### config.mk
export PLATFORM = sky130hd
export DESIGN_NAME = touch_point_calibrate_rotate_unit
export DESIGN_NICKNAME = d
export VERILOG_FILES = /design/src/rtl/tpcr_pkg.sv /design/src/rtl/tpcr_div.sv /design/src/rtl/touch_point_calibrate_rotate_unit.sv
export SDC_FILE = /design/constraint.sdc
export NUM_CORES = 1
export LEC_CHECK = 0
export BUFFER_PORTS_ARGS = -buffer_cell sky130_fd_sc_hd__buf_2
export CORE_MARGIN = 2
export CORE_UTILIZATION = 45
export DETAILED_ROUTE_END_ITERATION = 7
export GPL_TIMING_DRIVEN = 0
export SLEW_MARGIN = 40
export SYNTH_ARGS = -nofsm -noshare
export SYNTH_HDL_FRONTEND = slang
export SYNTH_SLANG_ARGS = --single-unit
### constraint.sdc
create_clock -name clk -period 11.6 [get_ports clk]
set_input_delay 1.16 -clock clk [delete_from_list [all_inputs] [get_ports clk]]
set_output_delay 1.16 -clock clk [all_outputs]
set_load 0.02 [all_outputs]
### src/rtl/tpcr_pkg.sv
// ----------------------------------------------------------------------------
// tpcr_pkg
// Shared types and constants for the touch point calibrate and rotate unit.
// ----------------------------------------------------------------------------
package tpcr_pkg;

	localparam int unsigned SAMPLE_W = 12;
	localparam int unsigned COORD_W  = 16;
	localparam int unsigned TURN_W   = 3;
	localparam int unsigned PROD_W   = 2 * COORD_W;
	localparam int unsigned STEP_W   = $clog2(PROD_W);
	localparam int unsigned IDX_W    = 3;
	localparam int unsigned IN_W     = 24;
	localparam int unsigned OUT_W    = 32;

	// configuration register indexes
	localparam logic [IDX_W-1:0] REG_QUARTER_TURNS = 3'd0;
	localparam logic [IDX_W-1:0] REG_CALIBRATE_ON  = 3'd1;
	localparam logic [IDX_W-1:0] REG_X_RAW_LOW     = 3'd2;
	localparam logic [IDX_W-1:0] REG_X_RAW_HIGH    = 3'd3;
	localparam logic [IDX_W-1:0] REG_Y_RAW_LOW     = 3'd4;
	localparam logic [IDX_W-1:0] REG_Y_RAW_HIGH    = 3'd5;
	localparam logic [IDX_W-1:0] REG_X_SPAN        = 3'd6;
	localparam logic [IDX_W-1:0] REG_Y_SPAN        = 3'd7;

	// reset values
	localparam logic [COORD_W-1:0] RST_X_RAW_HIGH = 16'd319;
	localparam logic [COORD_W-1:0] RST_Y_RAW_HIGH = 16'd479;
	localparam logic [COORD_W-1:0] RST_X_SPAN     = 16'd319;
	localparam logic [COORD_W-1:0] RST_Y_SPAN     = 16'd479;

	// output for an axis with a zero raw range
	localparam logic [COORD_W-1:0] ZERO_RANGE_VAL = 16'hFFFF;

	// rotation codes
	localparam logic [TURN_W-1:0] TURN_0 = 3'd0;
	localparam logic [TURN_W-1:0] TURN_1 = 3'd1;
	localparam logic [TURN_W-1:0] TURN_2 = 3'd2;
	localparam logic [TURN_W-1:0] TURN_3 = 3'd3;

	typedef struct packed {
		logic               start;
		logic [PROD_W-1:0]  dividend;
		logic [COORD_W-1:0] divisor;
	} div_req_t;

	typedef struct packed {
		logic               busy;
		logic               done;
		logic [COORD_W-1:0] quotient;
	} div_rsp_t;

endpackage

### src/rtl/tpcr_div.sv
// ----------------------------------------------------------------------------
// tpcr_div
// Restoring unsigned divider, one quotient bit per cycle, low quotient bits.
// ----------------------------------------------------------------------------
module tpcr_div (
	input  logic               clk,
	input  logic               arst_n,
	input  tpcr_pkg::div_req_t req,
	output tpcr_pkg::div_rsp_t rsp
);

	logic [tpcr_pkg::PROD_W-1:0]  dvd_q;
	logic [tpcr_pkg::COORD_W-1:0] dsr_q;
	logic [tpcr_pkg::COORD_W-1:0] rem_q;
	logic [tpcr_pkg::COORD_W-1:0] quo_q;
	logic [tpcr_pkg::STEP_W-1:0]  cnt_q;
	logic                         busy_q;
	logic                         done_q;

	logic [tpcr_pkg::COORD_W:0]   trial;
	logic [tpcr_pkg::COORD_W:0]   diff;
	logic                         fits;

	// shift the next dividend bit into the partial remainder
	assign trial = {rem_q, dvd_q[tpcr_pkg::PROD_W-1]};
	assign diff  = trial - {1'b0, dsr_q};
	assign fits  = trial >= {1'b0, dsr_q};

	always_ff @(posedge clk or negedge arst_n) begin
		if (!arst_n) begin
			busy_q <= 1'b0;
			done_q <= 1'b0;
			cnt_q  <= '0;
		end else begin
			done_q <= 1'b0;
			if (req.start) begin
				busy_q <= 1'b1;
				cnt_q  <= '0;
			end else if (busy_q) begin
				cnt_q <= cnt_q + tpcr_pkg::STEP_W'(1);
				if (cnt_q == tpcr_pkg::STEP_W'(tpcr_pkg::PROD_W - 1)) begin
					busy_q <= 1'b0;
					done_q <= 1'b1;
				end
			end
		end
	end

	always_ff @(posedge clk) begin
		if (req.start) begin
			dvd_q <= req.dividend;
			dsr_q <= req.divisor;
			rem_q <= '0;
			quo_q <= '0;
		end else if (busy_q) begin
			dvd_q <= {dvd_q[tpcr_pkg::PROD_W-2:0], 1'b0};
			rem_q <= fits ? diff[tpcr_pkg::COORD_W-1:0] : trial[tpcr_pkg::COORD_W-1:0];
			quo_q <= {quo_q[tpcr_pkg::COORD_W-2:0], fits};
		end
	end

	assign rsp.busy     = busy_q;
	assign rsp.done     = done_q;
	assign rsp.quotient = quo_q;

endmodule

### src/rtl/touch_point_calibrate_rotate_unit.sv
// ----------------------------------------------------------------------------
// touch_point_calibrate_rotate_unit
// Clamps a raw touch sample to the calibrated window, maps it linearly and
// rotates it in quarter turns.
// ----------------------------------------------------------------------------
//  channel   dir   payload                                 transfer when
//  s_*       in    tdata: sample_x[11:0], sample_y[23:12]  s_tvalid & s_tready
//  m_*       out   tdata: out_x[15:0], out_y[31:16]        m_tvalid & m_tready
//  cfg_*     in    cfg_index, cfg_data                     cfg_valid & cfg_ready
//
//  calibration off: the sample goes through the done state into the result register,
//  and no new sample is taken until that state is left; calibration on: per axis
//  a multiply state and a divide on the shared bit-serial divider, the two axes one
//  after the other; a zero raw range skips that axis' divide
//  s_tready is high only while the sequencer is idle; one result register
//  lets a new sample in while the last result still waits on m_tready
//  reset clears the registers to their defaults and the held point to zero
// ----------------------------------------------------------------------------
module touch_point_calibrate_rotate_unit (
	input  logic                          clk,
	input  logic                          arst_n,
	input  logic                          s_tvalid,
	output logic                          s_tready,
	input  logic [tpcr_pkg::IN_W-1:0]     s_tdata,   // sample_x, sample_y
	output logic                          m_tvalid,
	input  logic                          m_tready,
	output logic [tpcr_pkg::OUT_W-1:0]    m_tdata,   // out_x, out_y
	input  logic                          cfg_valid,
	output logic                          cfg_ready,
	input  logic [tpcr_pkg::IDX_W-1:0]    cfg_index,
	input  logic [tpcr_pkg::COORD_W-1:0]  cfg_data
);

	typedef enum logic [1:0] {ST_IDLE, ST_MUL, ST_DIV, ST_DONE} state_t;

	localparam int unsigned CW = tpcr_pkg::COORD_W;

	state_t                       state_q;
	logic                         axis_q;
	logic                         neg_q;
	logic                         out_valid_q;
	logic [tpcr_pkg::OUT_W-1:0]   out_data_q;

	logic [tpcr_pkg::TURN_W-1:0]  quarter_turns_q;
	logic                         calibrate_on_q;
	logic [CW-1:0]                x_raw_low_q, x_raw_high_q, y_raw_low_q, y_raw_high_q;
	logic [CW-1:0]                x_span_q, y_span_q;
	logic [CW-1:0]                held_x_q, held_y_q;
	logic [CW-1:0]                px_q, py_q;

	tpcr_pkg::div_req_t           div_req;
	tpcr_pkg::div_rsp_t           div_rsp;

	logic [CW-1:0]                raw_x, raw_y, clamp_x, clamp_y;
	logic [CW-1:0]                ax_v, ax_lo, ax_hi, ax_span;
	logic [CW:0]                  delta, run;
	logic [CW-1:0]                delta_mag, run_mag;
	logic [CW-1:0]                div_res;
	logic [CW-1:0]                xmax, ymax, rot_x, rot_y;
	logic                         held_nz, out_free;

	assign cfg_ready = 1'b1;

	always_ff @(posedge clk or negedge arst_n) begin
		if (!arst_n) begin
			quarter_turns_q <= tpcr_pkg::TURN_0;
			calibrate_on_q  <= 1'b0;
			x_raw_low_q     <= '0;
			x_raw_high_q    <= tpcr_pkg::RST_X_RAW_HIGH;
			y_raw_low_q     <= '0;
			y_raw_high_q    <= tpcr_pkg::RST_Y_RAW_HIGH;
			x_span_q        <= tpcr_pkg::RST_X_SPAN;
			y_span_q        <= tpcr_pkg::RST_Y_SPAN;
		end else if (cfg_valid) begin
			case (cfg_index)
				tpcr_pkg::REG_QUARTER_TURNS: quarter_turns_q <= cfg_data[tpcr_pkg::TURN_W-1:0];
				tpcr_pkg::REG_CALIBRATE_ON:  calibrate_on_q  <= cfg_data[0];
				tpcr_pkg::REG_X_RAW_LOW:     x_raw_low_q     <= cfg_data;
				tpcr_pkg::REG_X_RAW_HIGH:    x_raw_high_q    <= cfg_data;
				tpcr_pkg::REG_Y_RAW_LOW:     y_raw_low_q     <= cfg_data;
				tpcr_pkg::REG_Y_RAW_HIGH:    y_raw_high_q    <= cfg_data;
				tpcr_pkg::REG_X_SPAN:        x_span_q        <= cfg_data;
				tpcr_pkg::REG_Y_SPAN:        y_span_q        <= cfg_data;
				default: ;
			endcase
		end
	end

	// once the held point is nonzero, clamp to the high bound first, then the low bound
	assign raw_x   = {{(CW - tpcr_pkg::SAMPLE_W){1'b0}}, s_tdata[tpcr_pkg::SAMPLE_W-1:0]};
	assign raw_y   = {{(CW - tpcr_pkg::SAMPLE_W){1'b0}},
		s_tdata[2*tpcr_pkg::SAMPLE_W-1:tpcr_pkg::SAMPLE_W]};
	assign held_nz = (held_x_q != '0) || (held_y_q != '0);

	always_comb begin
		clamp_x = raw_x;
		clamp_y = raw_y;
		if (held_nz) begin
			if (clamp_x > x_raw_high_q) clamp_x = x_raw_high_q;
			if (clamp_x < x_raw_low_q)  clamp_x = x_raw_low_q;
			if (clamp_y > y_raw_high_q) clamp_y = y_raw_high_q;
			if (clamp_y < y_raw_low_q)  clamp_y = y_raw_low_q;
		end
	end

	// operands of the axis being mapped
	assign ax_v    = axis_q ? py_q : px_q;
	assign ax_lo   = axis_q ? y_raw_low_q : x_raw_low_q;
	assign ax_hi   = axis_q ? y_raw_high_q : x_raw_high_q;
	assign ax_span = axis_q ? y_span_q : x_span_q;

	assign delta     = {1'b0, ax_v} - {1'b0, ax_lo};
	assign run       = {1'b0, ax_hi} - {1'b0, ax_lo};
	assign delta_mag = delta[CW] ? CW'(-delta) : delta[CW-1:0];
	assign run_mag   = run[CW] ? CW'(-run) : run[CW-1:0];

	// magnitude product goes straight into the divider's dividend register
	assign div_req.start    = (state_q == ST_MUL) && (run != '0);
	assign div_req.dividend = tpcr_pkg::PROD_W'(delta_mag) * tpcr_pkg::PROD_W'(ax_span);
	assign div_req.divisor  = run_mag;

	tpcr_div u_div (
		.clk    (clk),
		.arst_n (arst_n),
		.req    (div_req),
		.rsp    (div_rsp)
	);

	// truncating signed division: restore the sign on the quotient
	assign div_res = neg_q ? CW'(-div_rsp.quotient) : div_rsp.quotient;

	assign xmax = calibrate_on_q ? x_span_q : x_raw_high_q;
	assign ymax = calibrate_on_q ? y_span_q : y_raw_high_q;

	always_comb begin
		case (quarter_turns_q)
			tpcr_pkg::TURN_0: begin
				rot_x = px_q;
				rot_y = py_q;
			end
			tpcr_pkg::TURN_1: begin
				rot_x = py_q;
				rot_y = xmax - px_q;
			end
			tpcr_pkg::TURN_2: begin
				rot_x = xmax - px_q;
				rot_y = ymax - py_q;
			end
			tpcr_pkg::TURN_3: begin
				rot_x = ymax - py_q;
				rot_y = px_q;
			end
			default: begin
				rot_x = held_x_q;
				rot_y = held_y_q;
			end
		endcase
	end

	assign out_free = !out_valid_q || m_tready;

	always_ff @(posedge clk or negedge arst_n) begin
		if (!arst_n) begin
			state_q     <= ST_IDLE;
			axis_q      <= 1'b0;
			out_valid_q <= 1'b0;
			held_x_q    <= '0;
			held_y_q    <= '0;
		end else begin
			if (state_q == ST_DONE && out_free) begin
				out_valid_q <= 1'b1;
			end else if (m_tready) begin
				out_valid_q <= 1'b0;
			end
			case (state_q)
				ST_IDLE: begin
					if (s_tvalid) begin
						axis_q  <= 1'b0;
						state_q <= calibrate_on_q ? ST_MUL : ST_DONE;
					end
				end
				ST_MUL: begin
					if (run == '0) begin
						if (axis_q) begin
							state_q <= ST_DONE;
						end
						axis_q <= 1'b1;
					end else begin
						state_q <= ST_DIV;
					end
				end
				ST_DIV: begin
					if (div_rsp.done) begin
						axis_q  <= 1'b1;
						state_q <= axis_q ? ST_DONE : ST_MUL;
					end
				end
				ST_DONE: begin
					if (out_free) begin
						held_x_q    <= rot_x;
						held_y_q    <= rot_y;
						state_q     <= ST_IDLE;
					end
				end
				default: state_q <= ST_IDLE;
			endcase
		end
	end

	// working point and result payload
	always_ff @(posedge clk) begin
		if (state_q == ST_IDLE && s_tvalid) begin
			px_q <= clamp_x;
			py_q <= clamp_y;
		end
		if (state_q == ST_MUL) begin
			neg_q <= delta[CW] ^ run[CW];
			if (run == '0) begin
				if (axis_q) py_q <= tpcr_pkg::ZERO_RANGE_VAL;
				else        px_q <= tpcr_pkg::ZERO_RANGE_VAL;
			end
		end
		if (state_q == ST_DIV && div_rsp.done) begin
			if (axis_q) py_q <= div_res;
			else        px_q <= div_res;
		end
		if (state_q == ST_DONE && out_free) begin
			out_data_q <= {rot_y, rot_x};
		end
	end

	assign s_tready = (state_q == ST_IDLE);
	assign m_tvalid = out_valid_q;
	assign m_tdata  = out_data_q;

	// the divider is never restarted while it runs
	a_div_start_idle: assert property (@(posedge clk) disable iff (!arst_n)
		div_req.start |-> !div_rsp.busy)
		else $error("divider started while busy");

	// s_tready is low in the cycle after a sample transfer
	a_accept_blocks: assert property (@(posedge clk) disable iff (!arst_n)
		(s_tvalid && s_tready) |=> !s_tready)
		else $error("sample taken while previous one in progress");

	// a newly loaded result matches the held point
	a_result_held: assert property (@(posedge clk) disable iff (!arst_n)
		(state_q == ST_DONE && out_free) |=> (m_tvalid && m_tdata == {held_y_q, held_x_q}))
		else $error("result does not match held point");

	// divider results only arrive while waiting on them
	a_done_in_div: assert property (@(posedge clk) disable iff (!arst_n)
		div_rsp.done |-> (state_q == ST_DIV))
		else $error("divider result outside divide state");

endmodule

# Word level (Yosys, flattened, before mapping)
# Cells that the tools add are included.
[totals] wordCells=143 input_bits=48 register_bits=288 output_inout_bits=35
[classes] bitwise=1 n_eq_ne=19 mul=1 magnitude_cmp=5 n_reduce_logical=28 addsub=9 mux=56
[op_table] op="$mux W16" n=30
[op_table] op="$pmux W16 S4" n=2
[op_table] op="$mux W32" n=2
[op_table] op="$neg A16 Y16" n=3
[op_table] op="$sub A16 B16 Y16" n=3
[op_table] op="$sub A16 B16 Y17" n=2
[op_table] op="$gt A12 B16 Y1" n=2
[op_table] op="$lt A16 B16 Y1" n=2
[op_table] op="$mul A16 B16 Y32" n=1
[op_table] op="$reduce_bool A16 Y1" n=2
[op_table] op="$reduce_and A2 Y1" n=9
[op_table] op="$ge A17 B16 Y1" n=1
[op_table] op="$logic_not A17 Y1" n=1
[op_table] op="$reduce_bool A17 Y1" n=1
[op_table] op="$mux W2" n=7
[op_table] op="$eq A3 B2 Y1 const B" n=4
[op_table] op="$eq A3 B3 Y1 const B" n=4
[op_table] op="$mux W1" n=11
[op_table] op="$mux W5" n=2
[op_table] op="$pmux W2 S4" n=1
[op_table] op="$reduce_and A4 Y1" n=2
[op_table] op="$eq A3 B1 Y1 const B" n=2
[op_table] op="$logic_not A3 Y1" n=2
[op_table] op="$add A5 B1 Y5 const B" n=1
[op_table] op="other kinds (14)" n=22

# Logic depth before layout (Yosys ltp)
# Gate-level depths: netlist (run 1).
[logic_depth] ltp_word=12 depth_mapped=39 depth_no_buf=35

# By module
# From an unflattened synthesis (run 1), not the netlist that was laid out.
[hier_totals] hier_cells=3146 area_unflattened_um2=28838.9
[by_module_without_submodules] module="touch_point_calibrate_rotate_unit" cells_per_inst=2762 seq_area_each_um2=5072.4 n_inst=1 area_each_um2=24473.5
[by_module_without_submodules] module="tpcr_div" cells_per_inst=384 seq_area_each_um2=2257.2 n_inst=1 area_each_um2=4365.4

# Worst setup path after synthesis (run 1)
# OpenSTA, ideal clock, no wires.
[synth_timing] kind="flip-flop to flip-flop" startpoint="register axis_q" endpoint="register u_div.dvd_q[30] in the netlist's numbering, data pin" setup_slack_ns=1.212 period_less_slack_ns=10.388 stages_incl_launch_ff=37 n_path_buf=6 arrival_ns=10.118 setup_ns=0.271 required_ns=11.329 cell_sequence="dfrtp_1 > clkbuf_1 > clkbuf_1 > clkbuf_1 > clkbuf_1 > mux2i_1 > ha_1 > o21a_1 > o21ai_0 > nor2_1 > a211o_1 > a21oi_1 > o21a_1 > clkbuf_1 > o21ai_0 > xnor2_1 > clkbuf_1 > nand2_1 > fa_1 > fa_1 > fa_1 > inv_1 > fa_1 > fa_1 > inv_1 > fa_1 > inv_1 > ha_1 > a211oi_1 > o211ai_1 > o21a_1 > o2111ai_1 > a31oi_1 > a41o_1 > o31a_1 > a31oi_1 > a21oi_1"
[synth_between] elab_chain_cells=6 elab_cells_between_ends=12 classes_between="add/sub: 3; mul: 1; mux: 6; reduce/logical: 2"
[synth_lines] element="start, declared" line_no="touch_point_calibrate_rotate_unit.sv:39" text="logic axis_q;"
[synth_lines] element="start signal, assigned" line_no="touch_point_calibrate_rotate_unit.sv:165" text="axis_q <= 1'b0;"
[synth_lines] element="start signal, assigned" line_no="touch_point_calibrate_rotate_unit.sv:178" text="axis_q <= 1'b0;"
[synth_lines] element="start signal, assigned" line_no="touch_point_calibrate_rotate_unit.sv:187" text="axis_q <= 1'b1;"
[synth_lines] element="$mux W16 (on tied branches)" line_no="touch_point_calibrate_rotate_unit.sv:107, touch_point_calibrate_rotate_unit.sv:108"
[synth_lines] element="$sub A16 B16 Y17" line_no="touch_point_calibrate_rotate_unit.sv:112" text="assign delta = {1'b0, ax_v} - {1'b0, ax_lo};"
[synth_lines] element="$neg A16 Y16" line_no="touch_point_calibrate_rotate_unit.sv:114" text="assign delta_mag = delta[CW] ? CW'(-delta) : delta[CW-1:0];"
[synth_lines] element="$mux W16" line_no="touch_point_calibrate_rotate_unit.sv:114"
[synth_lines] element="$mul A16 B16 Y32" line_no="touch_point_calibrate_rotate_unit.sv:119" text="assign div_req.dividend = tpcr_pkg::PROD_W'(delta_mag) * tpcr_pkg::PROD_W'(ax_span);"
[synth_lines] element="$mux W32 (*)" line_no="tpcr_div.sv:50" text="if (req.start) begin"
[synth_lines] element="end signal, assigned" line_no="tpcr_div.sv:51" text="dvd_q <= req.dividend;"
[synth_lines] element="end signal, assigned" line_no="tpcr_div.sv:56" text="dvd_q <= {dvd_q[tpcr_pkg::PROD_W-2:0], 1'b0};"
[synth_lines] element="end, declared" line_no="tpcr_div.sv:12" text="logic [tpcr_pkg::PROD_W-1:0] dvd_q;"
# Every way passes the cells marked *; elsewhere a longest branch is shown, timed or not.
# A chain may end at the register's enable or synchronous reset.

# Final worst setup path (run 1)
# Same ends and word-level chain as after synthesis.

==> impl_results.md, run 1 <==
* Via density at 5.877
* Via count at 24.36k
* Post-synthesis async set-or-reset flop share at 0.4965
* Wirelength, routed at 102.8 mm
* Initial Util at 0.4534
* Main area contributors after synthesis: fa_1 (14%), ha_1 (11%), dfrtp_1 (9.9%)
* Commonest non-fill, non-tap cell in the layout: nand2_1
* Detailed-route DRC error count at 0
* CTS Buffer Depth at 3
* Post-Route Setup TNS at 0 ns
* Num ports at 83
* Initial DRC Count at 2,095
* Clock slew at reported path FFs at 0.06 ns
* First-pass GRT wire length at 154.5 mm
* Core Box Area at 62,850 um2
* CP max-delay cell: mux2i_1
* Min cycle time layout at 11.19 ns
* Synth warn at 0
* Netlist cell types at 88
* Area leader, netlist: fa_1
* Status: finished, final reports clean
* Slew Viols, Final at 0
* Final setup violation count at 0
* Layout area overhead at 11.87%
* Mean area per synthesized cell at 9.095 um2
* Worst-margin pin slew at 0.8985 ns
* Critical Path Max Stage Delay at 0.67 ns
* Post-DP HPWL at 84.23 mm
* Worst min path class: in2async
* Antenna cells at 0
* CTS buffer count at 37
* Post-DRT Antenna Nets at 0
* Most common cell on crit path: fa_1
* Worst Setup End Kind: register
* CTS root buffer: clkbuf_16
* Max Clk Rate at 89.34 MHz
* Largest net degree at the start of global routing at 68
* CTS H-tree lvls at 2
* Clk_lat worst skew at 0.58 ns
* Share of layout cells above drive strength 1 at 0.1419
* Slew HR at 0.3967
* Rows at 92
* Vias in the first global route at 24.27k
* Critical path required time at 11.89 ns
* Worst path arrival time at 11.48 ns
* EDFF count, synth at 81
* Max_cap viols at 0
* Hold Fails Final Rpt at 0
* Total track usage at 0.3137
* Top FF cell, synth: dfrtp_1
* Hold buffers post-CTS at 0
* Nets at 3,763
* Chip Height at 255.6 um
* IO buf count at 77
* DR pass1 iterations at 6
* CP max FO at 12
* CTS sink cnt at 288
* Skew final at 0.03348 ns
* Post-synth design cell area at 28,490 um2
* Post-synth top area share at 0.1398
* Grt ovf at 0
* Fin util at 0.5072
* TritonCTS clock tree: yes
* Register bit count reported by yosys at 288
* Kind of critical path: reg2reg
* Die X-Extent at 255.6 um
* Most frequent cells in the layout: nand2_1 (404), inv_1 (368), nor2_1 (262), ha_1 (246), fa_1 (199)
* DIE AREA at 65,350 um2
* Sequential share of the synthesized area at 0.2572
* GP Congestion at 1.015
* Worst setup SP type: register
* Drt wl/cell at 24.81 um
* Initial antenna violation count at 5
* Mapped Cells at 3,133
* Crit share post-route at 0.9649
-- worst paths after layout --
| kind | startpoint | to | slack (ns) | cells past startpoint |
|---|---|---|---|---|
| worst max-delay path | axis_q | u_div.dvd_q[30] | 0.41 | 34 |
| worst min-delay path | arst_n | u_div.busy_q | 0.44 | 1 |
| worst max register to register | axis_q | u_div.dvd_q[30] | 0.41 | 34 |
| worst min register to register | u_div.rem_q[15] | u_div.rem_q[15] | 0.48 | 2 |
| max in group asynchronous | arst_n | x_raw_high_q[4] | 10.13 | 3 |
| min in group clk | u_div.rem_q[15] | u_div.rem_q[15] | 0.48 | 2 |
-- routing by layer --
metal,GRT usage,vias to the layer above,share of wire
li1,-,11021,-
met1,0.4389,12198,0.45
met2,0.4941,947,0.45
met3,0.05328,192,0.069
met4,0.1032,4,0.037
met5,0,-,0.00026
-- registers in the layout (all words and copies together), names as in the netlist, 2 cells and up --
signal           flops
m_tdata             32
u_div.dvd_q         32
held_x_q            16
held_y_q            16
px_q                16
py_q                16
u_div.dsr_q         16
u_div.quo_q         16
u_div.rem_q         16
x_raw_high_q        16
x_raw_low_q         16
x_span_q            16
y_raw_high_q        16
y_raw_low_q         16
y_span_q            16
u_div.cnt_q          5
quarter_turns_q      3
state_q              2
-- metrics by stage --
stage                     cell area [um2]  hold slack, ns  instances  worst slack (ns)
after floorplan                     28520          0.4417       3140             1.212
after global placement              29960          0.4633       4063            -2.046
after detailed placement            30190          0.4721       4065            -1.991
after CTS                           31680          0.4088       4139            0.1050
after global routing                31880          0.4236       4145         -0.007191
final                               31880          0.4386       4145            0.4066
-- cell type report --
cell class	instances	area (um2)
Buffer	110	480.5
Clock buffer	42	975.9
Clock inverter	26	312.8
Fill cell	5937	30970
Inverter	370	1389
Multi-Input combinational cell	2371	19780
Sequential cell	288	7331
Tap cell	846	1059
Timing Repair Buffer	92	545.5
-- worst max-delay path: cells and delay by family, from the launching register on --
family / cells / cell delay, ns
fa+ha+maj: 8 / 3.86
compound gates: 14 / 3.43
buf+inv: 8 / 1.91
mux: 1 / 0.67
flops: 1 / 0.53
xor+xnor: 1 / 0.25
simple gates: 2 / 0.21
-- cell families after synthesis --
family	after synthesis	share of synthesized area
adder cells (fa/ha/maj)	445	0.2478
flip-flops	288	0.2572
AO/OA/AOI/OAI	626	0.1443
AND/OR/NAND/NOR	919	0.1430
other	2	0.0002636
multiplexers	240	0.1016
XOR/XNOR	132	0.04106
buffers and inverters	481	0.06481
-- repair_timing --
item	in CTS	in global routing
setup endpoints to repair	19	10
pin swaps	2	2
gates resized for setup	30	25
setup buffers	7	5
endpoints found under the hold margin	0	0
-- Yosys cell counts, types with 27 or more instances --
cell        n
inv_1     368
clkbuf_1   90
a31oi_1    33
and2_1     27
mux2_2    137
o21ai_0   179
nor3_1     29
o211ai_1   30
ha_1      246
xnor2_1    83
dfxtp_1    64
a21oi_1   115
fa_1      199
dfrtp_1   113
a211oi_1   32
o21a_1     49
mux2i_1    72
dfstp_2    30
xor2_1     48
nand2b_1   30
a21o_1     41
nand2_1   405
edfxtp_1   81
nor2_1    263
Power of run 1 is left out: the tool's default activity adds up to more than one toggle a clock period on the data nets, which glitch-free logic cannot reach.
==> run 2: changes to the inputs <==
--- a/config.mk
+++ b/config.mk
@@ -13,4 +13,5 @@
 export SLEW_MARGIN = 40
 export SYNTH_ARGS = -nofsm -noshare
 export SYNTH_HDL_FRONTEND = slang
+export SYNTH_HIERARCHICAL = 1
 export SYNTH_SLANG_ARGS = --single-unit
==> run 2 against run 1 <==
Net effect:
- non-clock buffer count rose by 7
- worst setup slack improved by 0.035 ns
- first-iteration DRC count fell by 4.2%
- highest routed layer is now met4
==> impl_results.md, run 2 <==
* Mapped Cells at 3,145
* Via density at 5.800
* Layout area overhead at 11.39%
* CTS Buffer Depth at 3
* First-pass GRT wire length at 147.6 mm
* Slew Viols, Final at 0
* Fin cells at 4,162
* Footprint of the multi-input gates at 19,870 um2
* Min cycle time layout at 11.16 ns
* GP Congestion at 0.9743
* Grt ovf at 0
* Rows at 92
* Chip Height at 257.1 um
* Commonest non-fill, non-tap cell in the layout: nand2_1
* Worst min path class: in2async
* Worst setup SP type: register
* Share of layout cells above drive strength 1 at 0.1505
* Largest net degree at the start of global routing at 52
* Via count at 24.14k
* Worst Setup End Kind: register
* Worst Path Buf+Inv at 9
* Final setup violation count at 0
* Critical Path Max Stage Delay at 0.58 ns
* DIE AREA at 66,110 um2
* Nets at 3,779
* Filler Cell Count at 5,957
* Core Box Area at 63,200 um2
* Worst path arrival time at 11.47 ns
* Slew HR at 0.4060
* Hold Fails Final Rpt at 0
* CP max FO at 10
* Clock slew at reported path FFs at 0.06 ns
* CTS sink cnt at 288
* CTS buffer count at 38
* Worst-margin pin slew at 0.8662 ns
* Die X-Extent at 257.1 um
* DR pass1 iterations at 5
* Post-DRT Antenna Nets at 0
* Max_cap viols at 0
* Crit share post-route at 0.9619
* Clk_lat worst skew at 0.60 ns
* Post-DP HPWL at 78.28 mm
* CP max-delay cell: xnor2_2
* Post-synth design cell area at 28,830 um2
* Initial antenna violation count at 0
* Num ports at 83
* Most frequent cells in the layout: nand2_1 (424), inv_1 (387), ha_1 (246), nor2_1 (220), fa_1 (199)
* Critical path required time at 11.91 ns
* Drt wl/cell at 23.04 um
* Skew final at 0.04755 ns
* CTS root buffer: clkbuf_16
* Synth warn at 6
* Kind of critical path: reg2reg
* Wirelength, routed at 95.88 mm
* Status: finished, final reports clean
* Detailed-route DRC error count at 0
* Delay-heaviest family, CP: adder cells
* Max Clk Rate at 89.62 MHz
* TritonCTS clock tree: yes
* Mean area per synthesized cell at 9.167 um2
* IO buf count at 77
* Vias in the first global route at 24.37k
* Total track usage at 0.2905
* Dpl cells at 4,078
* Initial Util at 0.4562
* Initial DRC Count at 2,007
* CTS H-tree lvls at 2
* Register area at 7330 um2
* Most common cell on crit path: fa_1
==> run 2: cell type report <==
type	count	share of cell area
Tap cell	846	0.03296
Clock inverter	18	0.007714
Antenna cell	1	0.00007792
Clock buffer	51	0.03343
Inverter	390	0.04562
Timing Repair Buffer	94	0.01777
Sequential cell	288	0.2282
Buffer	115	0.01551
Multi-Input combinational cell	2359	0.6187
==> run 2: metrics by stage <==
step / hold slack (ns) / setup slack, ns / utilization / setup TNS (ns) / instance area [um2]
floorplan: 0.4612 / 1.489 / - / 0 / 28860
global placement: 0.4818 / -1.386 / 0.4795 / -15.98 / 30300
detailed placement: 0.4931 / -1.634 / 0.4826 / -21.02 / 30500
CTS: 0.4846 / 0.008071 / 0.5041 / 0 / 31850
global route: 0.5051 / -0.05412 / 0.5082 / -0.05412 / 32110
finish: 0.4685 / 0.4415 / 0.5082 / 0 / 32120
==> run 2: worst register-to-register path, delay by kind of cell (launching register included) <==
family	cells	cell delay, ns
AOI/OAI and AO/OA	12	2.92
xor gates and xnor gates	2	0.66
adders and majority gates	9	4.09
buffers and inverters	9	1.60
DFF	1	0.46
muxes	2	0.68
and+or+nand+nor	4	0.52
==> run 2: final timing paths <==
path / start / to / slack (ns) / cells after the start
max: axis_q / u_div/dvd_q[31] / 0.44 / 38
min: arst_n / x_raw_low_q[3] / 0.47 / 1
max reg2reg: axis_q / u_div/dvd_q[31] / 0.44 / 38
min reg2reg: u_div/rem_q[9] / u_div/rem_q[9] / 0.51 / 2
max in group asynchronous: arst_n / x_span_q[2] / 10.15 / 3
min in group clk: u_div/rem_q[9] / u_div/rem_q[9] / 0.51 / 2
==> run 2: layer usage <==
metal	part of all wire	global-route usage	up-vias
met3	0.058	0.03487	194
met2	0.47	0.4760	852
li1	-	-	11032
met1	0.43	0.3893	12060
met4	0.043	0.1211	0
met5	0	0	-
==> run 2: repair_timing <==
item,4_1_cts,5_1_grt
hold buffers,0,0
cloned,0,0
setup buffers,0,14
pin swaps,0,4
setup endpoints to repair,19,11
gates resized for setup,12,29
Power of run 2 is left out for the same reason.
